==> src/sv/mnmp_pkg.sv <==
// ============================================================================
// mnmp_pkg
// Shared types and byte codes for the MIDI note message parser.
// ============================================================================
package mnmp_pkg;

    localparam int BYTE_W    = 8;
    localparam int CHAN_W    = 4;
    localparam int KIND_W    = 2;
    localparam int OUT_DATA_W = 24;   // channel + note + velocity, padded to bytes

    // decode phase
    typedef enum logic [3:0] {
        PH_IDLE    = 4'd0,
        PH_ON_1    = 4'd1,
        PH_ON_2    = 4'd2,
        PH_OFF_1   = 4'd3,
        PH_OFF_2   = 4'd4,
        PH_SYSEX   = 4'd5,
        PH_SKIP3_1 = 4'd6,
        PH_SKIP3_2 = 4'd7,
        PH_SKIP2_1 = 4'd8
    } phase_t;

    // held message kind
    typedef enum logic [KIND_W-1:0] {
        KIND_NONE  = 2'd0,
        KIND_ON    = 2'd1,
        KIND_OFF   = 2'd2,
        KIND_SYSEX = 2'd3
    } kind_t;

    // status byte high nibbles
    localparam logic [3:0] ST_NOTE_OFF  = 4'h8;
    localparam logic [3:0] ST_NOTE_ON   = 4'h9;
    localparam logic [3:0] ST_AFTERTCH  = 4'hA;
    localparam logic [3:0] ST_CTRL_CHG  = 4'hB;
    localparam logic [3:0] ST_PROG_CHG  = 4'hC;
    localparam logic [3:0] ST_CHAN_PRS  = 4'hD;
    localparam logic [3:0] ST_PITCH_BND = 4'hE;
    localparam logic [3:0] ST_SYSTEM    = 4'hF;

    localparam logic [BYTE_W-1:0] SYSEX_START = 8'hF0;
    localparam logic [BYTE_W-1:0] SYSEX_END   = 8'hF7;
    localparam logic [BYTE_W-1:0] VEL_ZERO    = 8'h00;

endpackage

==> src/sv/midi_note_message_parser.sv <==
// ============================================================================
// midi_note_message_parser
// Byte-wise MIDI decoder that tracks Note On / Note Off messages.
// ============================================================================
// Usage:
//   s_axis carries one received MIDI byte per request. Every accepted byte
//   produces exactly one request on m_axis: tlast flags a byte that just
//   completed a note on/off message, tuser is the held message kind, and
//   tdata holds the held channel, note number and velocity.
//   The decode state and the result register are both loaded at the edge
//   that accepts the byte. Throughput is one byte per cycle; the single result
//   register is refilled in the same cycle it is drained, so s_axis_tready only
//   drops while a result sits untaken.
//   When the receiver stalls (m_axis_tready low with a result pending) the
//   result holds and s_axis_tready is low, so no byte is lost.
//   Reset (rst_n low, asynchronous) returns the decoder to idle, clears the
//   held message to kind none / zeros and empties the result register.
//   No running status: a data byte seen while idle is not decoded (done = 0).
//   Status bytes inside a note message are stored as data; sysex skips all
//   bytes until F7.
// ============================================================================
module midi_note_message_parser (
    input  logic        clk,
    input  logic        rst_n,
    // byte input
    input  logic        s_axis_tvalid,
    output logic        s_axis_tready,
    input  logic [7:0]  s_axis_tdata,   // [7:0] data_byte
    // result output
    output logic        m_axis_tvalid,
    input  logic        m_axis_tready,
    output logic        m_axis_tlast,   // message_done
    output logic [1:0]  m_axis_tuser,   // [1:0] message_kind
    output logic [23:0] m_axis_tdata    // [3:0] channel, [11:4] note_number,
                                        // [19:12] velocity, [23:20] zero
);

    // decode state
    mnmp_pkg::phase_t                  phase_reg,    phase_next;
    mnmp_pkg::kind_t                   kind_reg,     kind_next;
    logic [mnmp_pkg::CHAN_W-1:0]       channel_reg,  channel_next;
    logic [mnmp_pkg::BYTE_W-1:0]       note_reg,     note_next;
    logic [mnmp_pkg::BYTE_W-1:0]       velocity_reg, velocity_next;
    logic                              done_reg,     done_next;

    // result register
    logic                              out_valid_reg;
    logic                              out_last_reg;
    logic [mnmp_pkg::KIND_W-1:0]       out_user_reg;
    logic [mnmp_pkg::OUT_DATA_W-1:0]   out_data_reg;

    logic                              accept;
    logic [mnmp_pkg::BYTE_W-1:0]       rx;
    logic [3:0]                        rx_hi;

    assign s_axis_tready = !out_valid_reg || m_axis_tready;
    assign accept        = s_axis_tvalid && s_axis_tready;
    assign rx            = s_axis_tdata;
    assign rx_hi         = rx[7:4];

    // next decode state for the byte on the input
    always_comb
    begin
        phase_next    = phase_reg;
        kind_next     = kind_reg;
        channel_next  = channel_reg;
        note_next     = note_reg;
        velocity_next = velocity_reg;
        done_next     = done_reg;
        case (phase_reg)
            mnmp_pkg::PH_IDLE:
            begin
                done_next = 1'b0;
                case (rx_hi)
                    mnmp_pkg::ST_NOTE_ON:
                    begin
                        phase_next   = mnmp_pkg::PH_ON_1;
                        kind_next    = mnmp_pkg::KIND_ON;
                        channel_next = rx[3:0];
                    end
                    mnmp_pkg::ST_NOTE_OFF:
                    begin
                        phase_next   = mnmp_pkg::PH_OFF_1;
                        kind_next    = mnmp_pkg::KIND_OFF;
                        channel_next = rx[3:0];
                    end
                    mnmp_pkg::ST_AFTERTCH, mnmp_pkg::ST_CTRL_CHG,
                    mnmp_pkg::ST_PITCH_BND:
                        phase_next = mnmp_pkg::PH_SKIP3_1;
                    mnmp_pkg::ST_PROG_CHG, mnmp_pkg::ST_CHAN_PRS:
                        phase_next = mnmp_pkg::PH_SKIP2_1;
                    mnmp_pkg::ST_SYSTEM:
                    begin
                        if (rx == mnmp_pkg::SYSEX_START)
                        begin
                            phase_next = mnmp_pkg::PH_SYSEX;
                            kind_next  = mnmp_pkg::KIND_SYSEX;
                        end
                        else
                        begin
                            phase_next = mnmp_pkg::PH_IDLE;
                        end
                    end
                    default:
                        phase_next = mnmp_pkg::PH_IDLE;
                endcase
            end
            mnmp_pkg::PH_ON_1:
            begin
                note_next  = rx;
                phase_next = mnmp_pkg::PH_ON_2;
            end
            mnmp_pkg::PH_ON_2:
            begin
                velocity_next = rx;
                if (rx == mnmp_pkg::VEL_ZERO)
                begin
                    kind_next = mnmp_pkg::KIND_OFF;   // on with zero velocity
                end
                done_next  = 1'b1;
                phase_next = mnmp_pkg::PH_IDLE;
            end
            mnmp_pkg::PH_OFF_1:
            begin
                note_next  = rx;
                phase_next = mnmp_pkg::PH_OFF_2;
            end
            mnmp_pkg::PH_OFF_2:
            begin
                velocity_next = rx;
                done_next     = 1'b1;
                phase_next    = mnmp_pkg::PH_IDLE;
            end
            mnmp_pkg::PH_SYSEX:
            begin
                if (rx == mnmp_pkg::SYSEX_END)
                begin
                    phase_next = mnmp_pkg::PH_IDLE;
                end
            end
            mnmp_pkg::PH_SKIP3_1:
                phase_next = mnmp_pkg::PH_SKIP3_2;
            default:   // last skipped byte, or an unused code
                phase_next = mnmp_pkg::PH_IDLE;
        endcase
    end

    always_ff @(posedge clk or negedge rst_n)
    begin
        if (!rst_n)
        begin
            phase_reg    <= mnmp_pkg::PH_IDLE;
            kind_reg     <= mnmp_pkg::KIND_NONE;
            channel_reg  <= '0;
            note_reg     <= '0;
            velocity_reg <= '0;
            done_reg     <= 1'b0;
        end
        else if (accept)
        begin
            phase_reg    <= phase_next;
            kind_reg     <= kind_next;
            channel_reg  <= channel_next;
            note_reg     <= note_next;
            velocity_reg <= velocity_next;
            done_reg     <= done_next;
        end
    end

    // result register: valid is control, payload loads on accept
    always_ff @(posedge clk or negedge rst_n)
    begin
        if (!rst_n)
        begin
            out_valid_reg <= 1'b0;
        end
        else if (accept)
        begin
            out_valid_reg <= 1'b1;
        end
        else if (m_axis_tready)
        begin
            out_valid_reg <= 1'b0;
        end
    end

    always_ff @(posedge clk)
    begin
        if (accept)
        begin
            out_last_reg <= done_next;
            out_user_reg <= kind_next;
            out_data_reg <= {4'b0000, velocity_next, note_next, channel_next};
        end
    end

    assign m_axis_tvalid = out_valid_reg;
    assign m_axis_tlast  = out_last_reg;
    assign m_axis_tuser  = out_user_reg;
    assign m_axis_tdata  = out_data_reg;

    // ------------------------------------------------------------------
    // Assertions
    // ------------------------------------------------------------------
    // a completed message is always a note on or note off
    a_done_is_note: assert property (@(posedge clk) disable iff (!rst_n)
        m_axis_tvalid && m_axis_tlast |->
            (m_axis_tuser == mnmp_pkg::KIND_ON || m_axis_tuser == mnmp_pkg::KIND_OFF))
        else $error("done flagged on a non-note message");

    // every accepted byte shows up as a result in the next cycle
    a_result_follows: assert property (@(posedge clk) disable iff (!rst_n)
        accept |=> m_axis_tvalid)
        else $error("accepted byte produced no result");

    // a byte taken while idle never completes a message
    a_idle_not_done: assert property (@(posedge clk) disable iff (!rst_n)
        accept && (phase_reg == mnmp_pkg::PH_IDLE) |=> !m_axis_tlast)
        else $error("done set by a status byte");

    // a note message always passes through its second data byte phase
    a_done_from_second: assert property (@(posedge clk) disable iff (!rst_n)
        accept && done_next |->
            (phase_reg == mnmp_pkg::PH_ON_2 || phase_reg == mnmp_pkg::PH_OFF_2))
        else $error("done set outside the velocity phase");

endmodule

==> config.mk <==
export PLATFORM = sky130hd
export DESIGN_NAME = midi_note_message_parser
export DESIGN_NICKNAME = d
export VERILOG_FILES = /design/src/sv/mnmp_pkg.sv /design/src/sv/midi_note_message_parser.sv
export SDC_FILE = /design/constraint.sdc
export NUM_CORES = 1
export LEC_CHECK = 0
export BUFFER_PORTS_ARGS = -buffer_cell sky130_fd_sc_hd__buf_2
export CELL_PAD_IN_SITES_DETAIL_PLACEMENT = 1
export CELL_PAD_IN_SITES_GLOBAL_PLACEMENT = 1
export CORE_MARGIN = 5
export CORE_UTILIZATION = 40
export CTS_CLUSTER_SIZE = 28
export DETAILED_ROUTE_END_ITERATION = 16
export GPL_TIMING_DRIVEN = 0
export MAX_ROUTING_LAYER = met4
export PLACE_DENSITY = 0.77
export SYNTH_ARGS = -nofsm -noshare
export SYNTH_HDL_FRONTEND = slang
export SYNTH_SLANG_ARGS = --single-unit
==> constraint.sdc <==
create_clock -name clk -period 2.03 [get_ports clk]
set_input_delay 0.5075 -clock clk [delete_from_list [all_inputs] [get_ports clk]]
set_output_delay 0.5075 -clock clk [all_outputs]
set_load 0.01 [all_outputs]
==> impl_summary.txt, run 1 <==
----------------------------------------------------
[Synthesis]
  Largest family of logic cells by synthesized area ... simple AND/OR/NAND/NOR gates
  Number of flops mapped to enable cells by yosys ... 23
  Compound-gate portion of the synthesized area ... under 10%
  Sequential share of the synthesized area ... 58.22%
  Syn avg cell area ... roughly 12 µm²
  XOR/XNOR share of the synthesized area ... 0.3665%
  Yosys warning count ... 0
  Post-synth cell types ... 42
  Most used flip-flop cell after synthesis ... dfrtp_1
  Post-synthesis share of cell area spent on and, or, nand and nor gates ... between 10% and 20%
  Post-synthesis share of cell area spent on full adders, half adders and majority gates ... less than 1%
  Flop and latch count out of synthesis ... around 50
  Syn Inst Count ... a little under 200
  Mux contribution to synthesized area ... between 10% and 20%
  Synthesized area ... around 2400 µm²
  Proportion of register bits with asynchronous set or reset after synthesis ... roughly 55%

[Clocking]
  Worst skew pair latency ... around 300 ps
  Clock transition at the register clock pins on the worst setup and hold paths after CTS ... ~90 ps
  # H-tree levels ... 2
  CTS Sinks ... slightly above 50
  Total clock buffers created by CTS ... 5
  Max clock buf depth ... 2
  Clock tree from TritonCTS ... done
  Root cell of the clock tree ... clkbuf_8
  Post-CTS setup buffers ... 0

[STA]
  Slew margin rel. ... a little under half
  Final Max Slew Viols ... 0
  Max frequency ... 0.5245 GHz
  Final worst path period need ... 1907 ps
  Skew final ... about 4.7 ps
  Part of the cycle the worst path needs ... between 90% and 100%
  Final hold vios ... 0
  # setup viols final ... 0
  Least-Margin Pin Slew ... ~780 ps
  Final total negative setup slack ... 0 ps
  Unrepaired setup endpoints after global routing ... false

[Cells and area]
  Largest register FFs ... 20
  Utilization after layout ... 47.41%
  Area used by multi-input combinational logic ... 880.8 µm²
  Antenna fix cells ... 0
  Area overhead of the layout relative to synthesis ... 16.07%
  Total area of sequential cells ... around 1400 µm²
  Post-route cell area ... approximately 2800 µm²
  Fraction of final layout cells sized beyond drive strength 1 ... approximately two fifths
  Total of fill cells in the finished design ... roughly 650
  Nets ... roughly 250
  Post-Layout Cell Count ... around 320

[Setup path]
  Slowest stage cell on the critical path ... mux2_2
  CP cell instances ... buf_6, xor2_1, nand2_1, clkbuf_1, mux2_2
  Launching element type of the critical path ... flip-flop
  Data required time of the worst path ... 2090 ps
  Crit path arrival time ... between 1500 and 2000 ps
  Type of the setup path with the least slack ... flip-flop to flip-flop
  Origin of the worst setup path ... phase_reg[1]
  CP Capture Type ... flip-flop
  Delay-heaviest family, CP ... buffers and inverters
  Total buffers and inverters traversed by the critical path ... 2
  Crit path max fanout ... 10
  Delay of the slowest cell on the worst path ... around 420 ps
  Worst r2r src ... phase_reg[1]

[Power and ir drop]
  Areal power density over the cells ... about 1400 nW/µm²
  Flop pwr share ... between 40% and 50%
  Clock power frac ... between 10% and 20%
  Leakage Power ... ~0.0012 µW
  Switching part of the total power ... 33.45%
  Part of the power in combinational logic ... 38.6%
  Net switching component of the power ... approximately 1300 µW
  IR drop worst, VDD ... approximately 0.43 mV
  P_int ... between 2000 and 3000 µW

[Min path]
  Path class of the lowest-slack min-delay path ... primary input to asynchronous set/reset pin

[Floorplanning]
  Floorplan Core Area ... 5851 µm²
  Boundary pin count ... 41
  Die outline height ... roughly 87 µm
  Standard-cell row count ... 28
  Starting utilization of the core area ... around 40%
  Die area ... 7620 µm²
  Horizontal die dimension ... between 80 and 90 µm

[Route]
  Initial DRC count ... roughly 110
  Number of detailed-route iterations in the first pass ... 4
  Per-cell via count in the routed design ... about 5.1
  DRC violations left ... 0
  DRT antenna net count ... 0
  Vias ... approximately 1600
  Detailed-route wire length ... approximately 5300 µm
  Average wire per cell in the routed design ... about 17 µm

[Placement]
  Gp weighted congestion ... 0.8229
  Placed Cells ... 307
  Sum of net half-perimeters after detailed placement ... approximately 3700 µm
  Placed Instance Area ... around 2700 µm²
  IO Port Bufs ... 34

[GRT]
  Vias in the first global route ... around 1700
  First-pass GRT wire length ... around 8900 µm
  Antenna violations before repair ... 0
  Global-route congestion overflow total ... 0
  Pin count of the biggest net entering global routing ... 33
  Global Route Usage Sum ... approximately 16%

[Job]
  Maximum capacitance violations ... 0

[Outcome]
  Run status ... complete, no violations

----------------------------------------------------
[through the flow]
stage               hold WS (ps)  power (µW)  worst slack (ps)
floorplan                  211.9        2757             157.1
global placement           453.0        3097            -234.2
detailed placement         463.5        3182            -264.3
CTS                        252.7        3811             20.77
global route               287.9        4053             38.31
finish                     236.9        3782             123.3
[metal layers]
| metal | wire (µm) | vias up | global-route usage (%) |
|---|---|---|---|
| met1 | 2424 | 812 | 20.00 |
| met3 | 182 | 6 | 3.122 |
| met2 | 2628 | 25 | 25.68 |
| met5 | 0 | - | - |
| li1 | - | 772 | - |
| met4 | 57 | 0 | 3.766 |
[repair_timing]
| item | 4_1_cts | 5_1_grt |
|---|---|---|
| resized for setup | 1 | 1 |
| hold buffers | 0 | 0 |
| endpoints found under the setup margin | 24 | 4 |
[power by group through the flow]
stage          Combinational, µW  Sequential [µW]  Clock, µW
3_5_place_dp                1450             1730          0
4_1_cts                     1460             1710        646
6_report                    1460             1700        622
2_1_floorplan                999             1760          0
5_1_grt                     1620             1740        692
3_3_place_gp                1400             1700          0
[logic make-up (layout without fill, tap and decap cells)]
family / Yosys count / count (layout)
xor+xnor: 1 / 1
other cells: 1 / 4
buf+inv: 21 / 63
mux: 29 / 29
compound gates: 22 / 22
fa+ha+maj: 1 / 1
flops: 51 / 51
simple gates: 69 / 69
[synth_stat cells (all sizes together), types with 3 or more instances]
master | count | share of area, %
clkbuf | 7 | 2.0
buf | 7 | 2.7
dfrtp | 28 | 29
o31ai | 3 | 1.7
nand3 | 5 | 1.5
nor2 | 8 | 1.5
edfxtp | 23 | 29
mux2 | 29 | 14
nand4 | 4 | 1.0
inv | 7 | 1.1
nand2 | 41 | 6.5
o21ai | 8 | 1.7
[placed cells by master (no fill, tap or decap), drive strengths merged, types with 3 or more instances in the layout]
cell type  netlist  layout
nand2           41      41
buf              7      41
mux2            29      29
dfrtp           28      28
edfxtp          23      23
clkbuf           7      13
o21ai            8       8
inv              7       8
nor2             8       8
nand3            5       5
nand4            4       4
conb             1       4
o31ai            3       3
[final cells by class]
class	instances	share of cell area [%]
sequential	51	50.16
multi-input combinational	126	31.75
timing repair buffer	34	6.134
buffer	14	4.150
tap	75	3.383
clock buffer	6	2.977
inverter	7	0.9472
clock inverter	2	0.4962
[worst paths after layout]
| check | slack (ps) | depth (start not counted) | to |
|---|---|---|---|
| worst min-delay path | 240 | 1 | m_axis_tvalid |
| worst min register to register | 480 | 2 | note_reg[0] |
| worst max register to register | 120 | 5 | m_axis_tdata[15] |
| worst max-delay path | 120 | 5 | m_axis_tdata[15] |
| min in group clk | 440 | 3 | m_axis_tvalid |
| max in group asynchronous | 1350 | 1 | velocity_reg[0] |
No activity file was read; power rests on OpenSTA's default activity.
==> run 2, diff against run 1 <==
CORE_UTILIZATION = 25   (was 40)
HOLD_SLACK_MARGIN = 0.08   (was not set)
PLACE_DENSITY = 0.53   (was 0.77)
SLEW_MARGIN = 20   (was not set)
==> impl_summary.txt, run 2 (synthesis gave the netlist of run 1 again) <==
----------------------------------------------------
[Clocking]
  Clock tree from TritonCTS ... done
  Root cell of the clock tree ... clkbuf_8
  Max clock buf depth ... 2
  Clock transition at the register clock pins on the worst setup and hold paths after CTS ... 100 ps
  Hold buffer count at cts ... 0
  CTS Sinks ... a little over 50
  Total clock buffers created by CTS ... 5
  Worst skew pair latency ... 310 ps
  # H-tree levels ... 2

[STA]
  Final total negative setup slack ... 0 ps
  Part of the cycle the worst path needs ... a little over nine tenths
  Final hold vios ... 0
  Slew margin rel. ... between 40 and 50%
  Least-Margin Pin Slew ... about 760 ps
  Max frequency ... slightly above 0.5 GHz
  Unrepaired setup endpoints after global routing ... false
  Smallest setup slack after layout ... around 100 ps
  Final Max Slew Viols ... 0
  # setup viols final ... 0
  Skew final ... roughly 4.7 ps
  Final worst path period need ... approximately 1900 ps

[Setup path]
  Crit path max fanout ... 10
  CP cell instances ... buf_6, nor4_2, nand3_2, nor2_2, mux2_2
  Launching element type of the critical path ... flip-flop
  Crit path arrival time ... approximately 2100 ps
  CP Capture Type ... flip-flop
  Type of the setup path with the least slack ... flip-flop to flip-flop
  Data required time of the worst path ... 2230 ps
  Delay-heaviest family, CP ... simple AND/OR/NAND/NOR gates
  Slowest stage cell on the critical path ... nor4_2
  Delay of the slowest cell on the worst path ... 430 ps
  Total buffers and inverters traversed by the critical path ... 1

[Route]
  Average wire per cell in the routed design ... roughly 15 µm
  Per-cell via count in the routed design ... between 4 and 5
  Number of detailed-route iterations in the first pass ... 4
  DRC violations left ... 0
  Detailed-route wire length ... roughly 5500 µm
  Vias ... between 1500 and 2000
  Initial DRC count ... 34
  DRT antenna net count ... 0

[Floorplanning]
  Starting utilization of the core area ... approximately a quarter
  Die area ... approximately 12000 µm²
  Boundary pin count ... 41
  Standard-cell row count ... 35
  Floorplan Core Area ... a little over 9000 µm²
  Die outline height ... 107.8 µm
  Horizontal die dimension ... about 110 µm

[Cells and area]
  Most used cells in the layout excluding fill and tap cells ... 40 x nand2_1, 34 x buf_2, 29 x mux2_2, 28 x dfrtp_1, 23 x edfxtp_1
  Post-route cell area ... 2833 µm²
  Largest register FFs ... 20
  Most common cell after layout, fill and taps aside ... nand2_1
  Antenna fix cells ... 0
  Fraction of final layout cells sized beyond drive strength 1 ... about two fifths
  Nets ... approximately 250
  Area overhead of the layout relative to synthesis ... 18.53%
  Utilization after layout ... ~31%

[GRT]
  Pin count of the biggest net entering global routing ... 33
  GRT busiest layer ... met2
  Met2 track demand over resource ... 16.70%
  Met3 Usage GRT ... under 10%
  First-pass GRT wire length ... ~9000 µm
  Met1 usage ... a little over an eighth
  Antenna violations before repair ... 0
  Vias in the first global route ... about 1700
  Global Route Usage Sum ... 10.32%
  Global-route congestion overflow total ... 0

[Power and ir drop]
  Leakage Power ... between 0.001 and 0.0015 µW
  Areal power density over the cells ... about 1300 nW/µm²
  IR drop worst, VDD ... 0.4027 mV

[Min path]
  Path class of the lowest-slack min-delay path ... primary input to asynchronous set/reset pin

[Placement]
  IO Port Bufs ... 34
  Placed Instance Area ... 2734 µm²
  Gp weighted congestion ... roughly 0.84
  Sum of net half-perimeters after detailed placement ... between 3000 and 4000 µm
  Pre-CTS setup slack ... -327.8 ps

[Outcome]
  Run status ... complete, no violations

[Job]
  Maximum capacitance violations ... 0

----------------------------------------------------
run 2: path summary, 6_finish.rpt:
path	from	end	slack, ps	depth (start not counted)
max	phase_reg[1]	channel_reg[2]	100	5
min	rst_n	m_axis_tvalid	220	1
max reg2reg	phase_reg[1]	channel_reg[2]	100	5
min reg2reg	note_reg[0]	note_reg[0]	480	2
max in group asynchronous	rst_n	note_reg[5]	1370	1
min in group clk	s_axis_tvalid	m_axis_tvalid	430	3
run 2: worst reg2reg max path, delay by kind of cell, from the launching register on:
family                 cells  cell delay, ps
buffers and inverters      1             140
and+or+nand+nor            3             940
muxes                      1             360
DFF                        1             380
run 2: through the flow:
stage / std cells / total power [µW] / hold slack, ps
detailed placement: 361 / 3184 / 463.0
floorplan: 198 / 2757 / 211.9
finish: 369 / 3764 / 223.2
global route: 369 / 4045 / 277.4
CTS: 369 / 3837 / 245.8
global placement: 361 / 3138 / 453.7
run 2: area by class of cell:
cell class / instances / area (µm²)
Fill cell: 1090 / 6451
Clock inverter: 2 / 13.76
Timing Repair Buffer: 34 / 170.2
Buffer: 14 / 115.1
Multi-Input combinational cell: 126 / 872.1
Inverter: 7 / 26.28
Tap cell: 129 / 161.4
Clock buffer: 6 / 82.58
Sequential cell: 51 / 1391
run 2: metal layers:
metal,wire [µm],up-vias
li1,-,771
met3,190,5
met4,53,0
met1,2664,820
met2,2639,37
met5,0,-
run 2: where the power goes:
part           internal (µW)  leakage, µW  switching (µW)
clock network            280    0.0000516             359
registers               1550     0.000568             138
logic                    679     0.000594             759
run 2: timing repair:
item | CTS | global route
resized for setup | 1 | 0
setup endpoints to repair | 26 | 0
buffers inserted | 0 | 0
==> run 3, diff against run 2 <==
CORE_UTILIZATION = 48   (was 25)
PLACE_DENSITY = 0.86   (was 0.53)
clock period = 2.51 ns   (was 2.03 ns; I/O delays follow)
==> impl_summary.txt, run 3 (synthesis gave the netlist of run 1 again) <==
----------------------------------------------------
[Min path]
  Path class of the lowest-slack min-delay path ... primary input to asynchronous set/reset pin

[Power and ir drop]
  Design Power ... 3011 µW
  Net switching component of the power ... 1005 µW
  Leakage Power ... between 0.001 and 0.0015 µW
  Switching part of the total power ... about a third
  Flop pwr share ... a little under half
  Areal power density over the cells ... about 1100 nW/µm²
  P_int ... 2006 µW
  Part of the power in combinational logic ... about two fifths
  Clock power frac ... 15.3%
  IR drop worst, VDD ... around 0.54 mV

[GRT]
  Global Route Usage Sum ... 18.66%
  Antenna violations before repair ... 0
  Global-route congestion overflow total ... 0
  Pin count of the biggest net entering global routing ... 29
  First-pass GRT wire length ... just under 9000 µm
  Vias in the first global route ... ~1800

[Route]
  Initial DRC count ... between 90 and 100
  Per-cell via count in the routed design ... 5.234
  Number of detailed-route iterations in the first pass ... 4
  Detailed-route wire length ... approximately 5200 µm
  DRC violations left ... 0
  DRT antenna net count ... 0
  Vias ... roughly 1600
  Average wire per cell in the routed design ... approximately 17 µm

[Setup path]
  Delay of the slowest cell on the worst path ... around 400 ps
  R2r endpoint ... channel_reg[1]
  Cells on worst reg2reg path ... 5
  Data required time of the worst path ... between 2000 and 3000 ps
  CP Capture Type ... flip-flop
  CP cell instances ... buf_6, nor4_2, nand3_2, nor2_2, mux2_2
  Slowest stage cell on the critical path ... nor4_2
  Worst reg-to-reg setup slack ... about 610 ps
  Launching element type of the critical path ... flip-flop
  Crit path max fanout ... 10
  Type of the setup path with the least slack ... flip-flop to flip-flop
  Crit path arrival time ... 2090 ps
  Worst r2r src ... phase_reg[1]

[Clocking]
  Root cell of the clock tree ... clkbuf_8
  Clock transition at the register clock pins on the worst setup and hold paths after CTS ... around 100 ps
  Post-CTS setup buffers ... 0
  Number of instances resized during post-cts repair ... 0
  CTS Sinks ... slightly above 50
  Total clock buffers created by CTS ... 5
  Max clock buf depth ... 2
  # H-tree levels ... 2
  Worst skew pair latency ... between 300 and 400 ps
  Clock tree from TritonCTS ... done
  Hold buffer count at cts ... 0

[Floorplanning]
  Die outline height ... roughly 81 µm
  Horizontal die dimension ... between 80 and 90 µm
  Starting utilization of the core area ... roughly half
  Boundary pin count ... just over 40
  Die area ... roughly 6500 µm²
  Floorplan Core Area ... about 4800 µm²
  Standard-cell row count ... 25

[Cells and area]
  Antenna fix cells ... 0
  Nets ... around 250
  Total area of sequential cells ... 1391 µm²
  Most used cells in the layout excluding fill and tap cells ... 40 x nand2_1, 34 x buf_2, 29 x mux2_2, 28 x dfrtp_1, 23 x edfxtp_1
  Total of fill cells in the finished design ... about 520
  Most common cell after layout, fill and taps aside ... nand2_1
  Area used by multi-input combinational logic ... around 870 µm²
  Fraction of final layout cells sized beyond drive strength 1 ... 39.42%
  Post-route cell area ... approximately 2800 µm²
  Largest register FFs ... 20
  Area overhead of the layout relative to synthesis ... 15.92%

[Placement]
  Gp weighted congestion ... roughly 0.82
  Sum of net half-perimeters after detailed placement ... between 3000 and 4000 µm
  Pre-CTS setup slack ... between 200 and 300 ps
  IO Port Bufs ... 34
  Placed Instance Area ... 2684 µm²

[Outcome]
  Run status ... complete, no violations

[STA]
  Unrepaired setup endpoints after global routing ... false
  Slew margin rel. ... 51.15%
  Skew final ... around 14 ps
  Final total negative setup slack ... 0 ps
  Max frequency ... between 0.5 and 0.6 GHz
  Worst-case hold slack ... 339.9 ps
  Least-Margin Pin Slew ... ~730 ps
  Final Max Slew Viols ... 0
  Part of the cycle the worst path needs ... about 76%
  Final worst path period need ... 1902 ps
  # setup viols final ... 0
  Smallest setup slack after layout ... 608.4 ps
  Final hold vios ... 0

[Job]
  Maximum capacitance violations ... 0

----------------------------------------------------
==> run 3: cell types whose count changed in the layout (fill, tap and decap cells not counted), sizes merged <==
cell,change
inv,-1
buf,+1
clkinv,+1
==> run 3: power by group through the flow <==
stage          clock network [µW]  registers, µW  logic (µW)
2_1_floorplan                   0           1420         808
3_3_place_gp                    0           1380        1110
3_5_place_dp                    0           1400        1170
4_1_cts                       479           1380        1180
5_1_grt                       524           1410        1300
6_report                      460           1380        1170
==> run 3: worst max-delay path by stage <==
stage | from | end | slack [ps] | cells past startpoint
after detailed placement | m_axis_tready | m_axis_tdata[6] | 270 | 6
final | phase_reg[1] | channel_reg[1] | 610 | 5
after global routing | m_axis_tready | phase_reg[3] | 420 | 8
after CTS | phase_reg[1] | m_axis_tdata[15] | 590 | 5
after global placement | m_axis_tready | m_axis_tdata[6] | -460 | 5
after floorplan | m_axis_tready | m_axis_tdata[0] | 100 | 4
==> run 3: worst max-delay path: cells and delay by family (launching register included) <==
kind	cells	cell delay, ps
flops	1	380
mux	1	360
buf+inv	1	150
simple gates	3	910
==> run 3: stage by stage <==
stage	util, %	instances
finish	57.88	308
global route	57.88	308
CTS	57.88	308
detailed placement	56.08	300
global placement	55.48	299
floorplan	-	198
==> run 3: metal layers <==
layer	global-route usage, %	vias to the layer above	share of wire [%]
li1	-	772	-
met1	22.87	800	44
met2	31.37	34	51
met3	3.924	6	4.1
met4	5.068	0	1.2
met5	-	-	0
==> run 3: cell type report <==
cell class / instances / area share (%)
buffer: 14 / 4.065
clock inverter: 2 / 0.4968
timing repair buffer: 35 / 7.136
multi-input combinational: 126 / 31.48
tap: 67 / 3.026
clock buffer: 6 / 2.620
sequential: 51 / 50.23
inverter: 7 / 0.9485
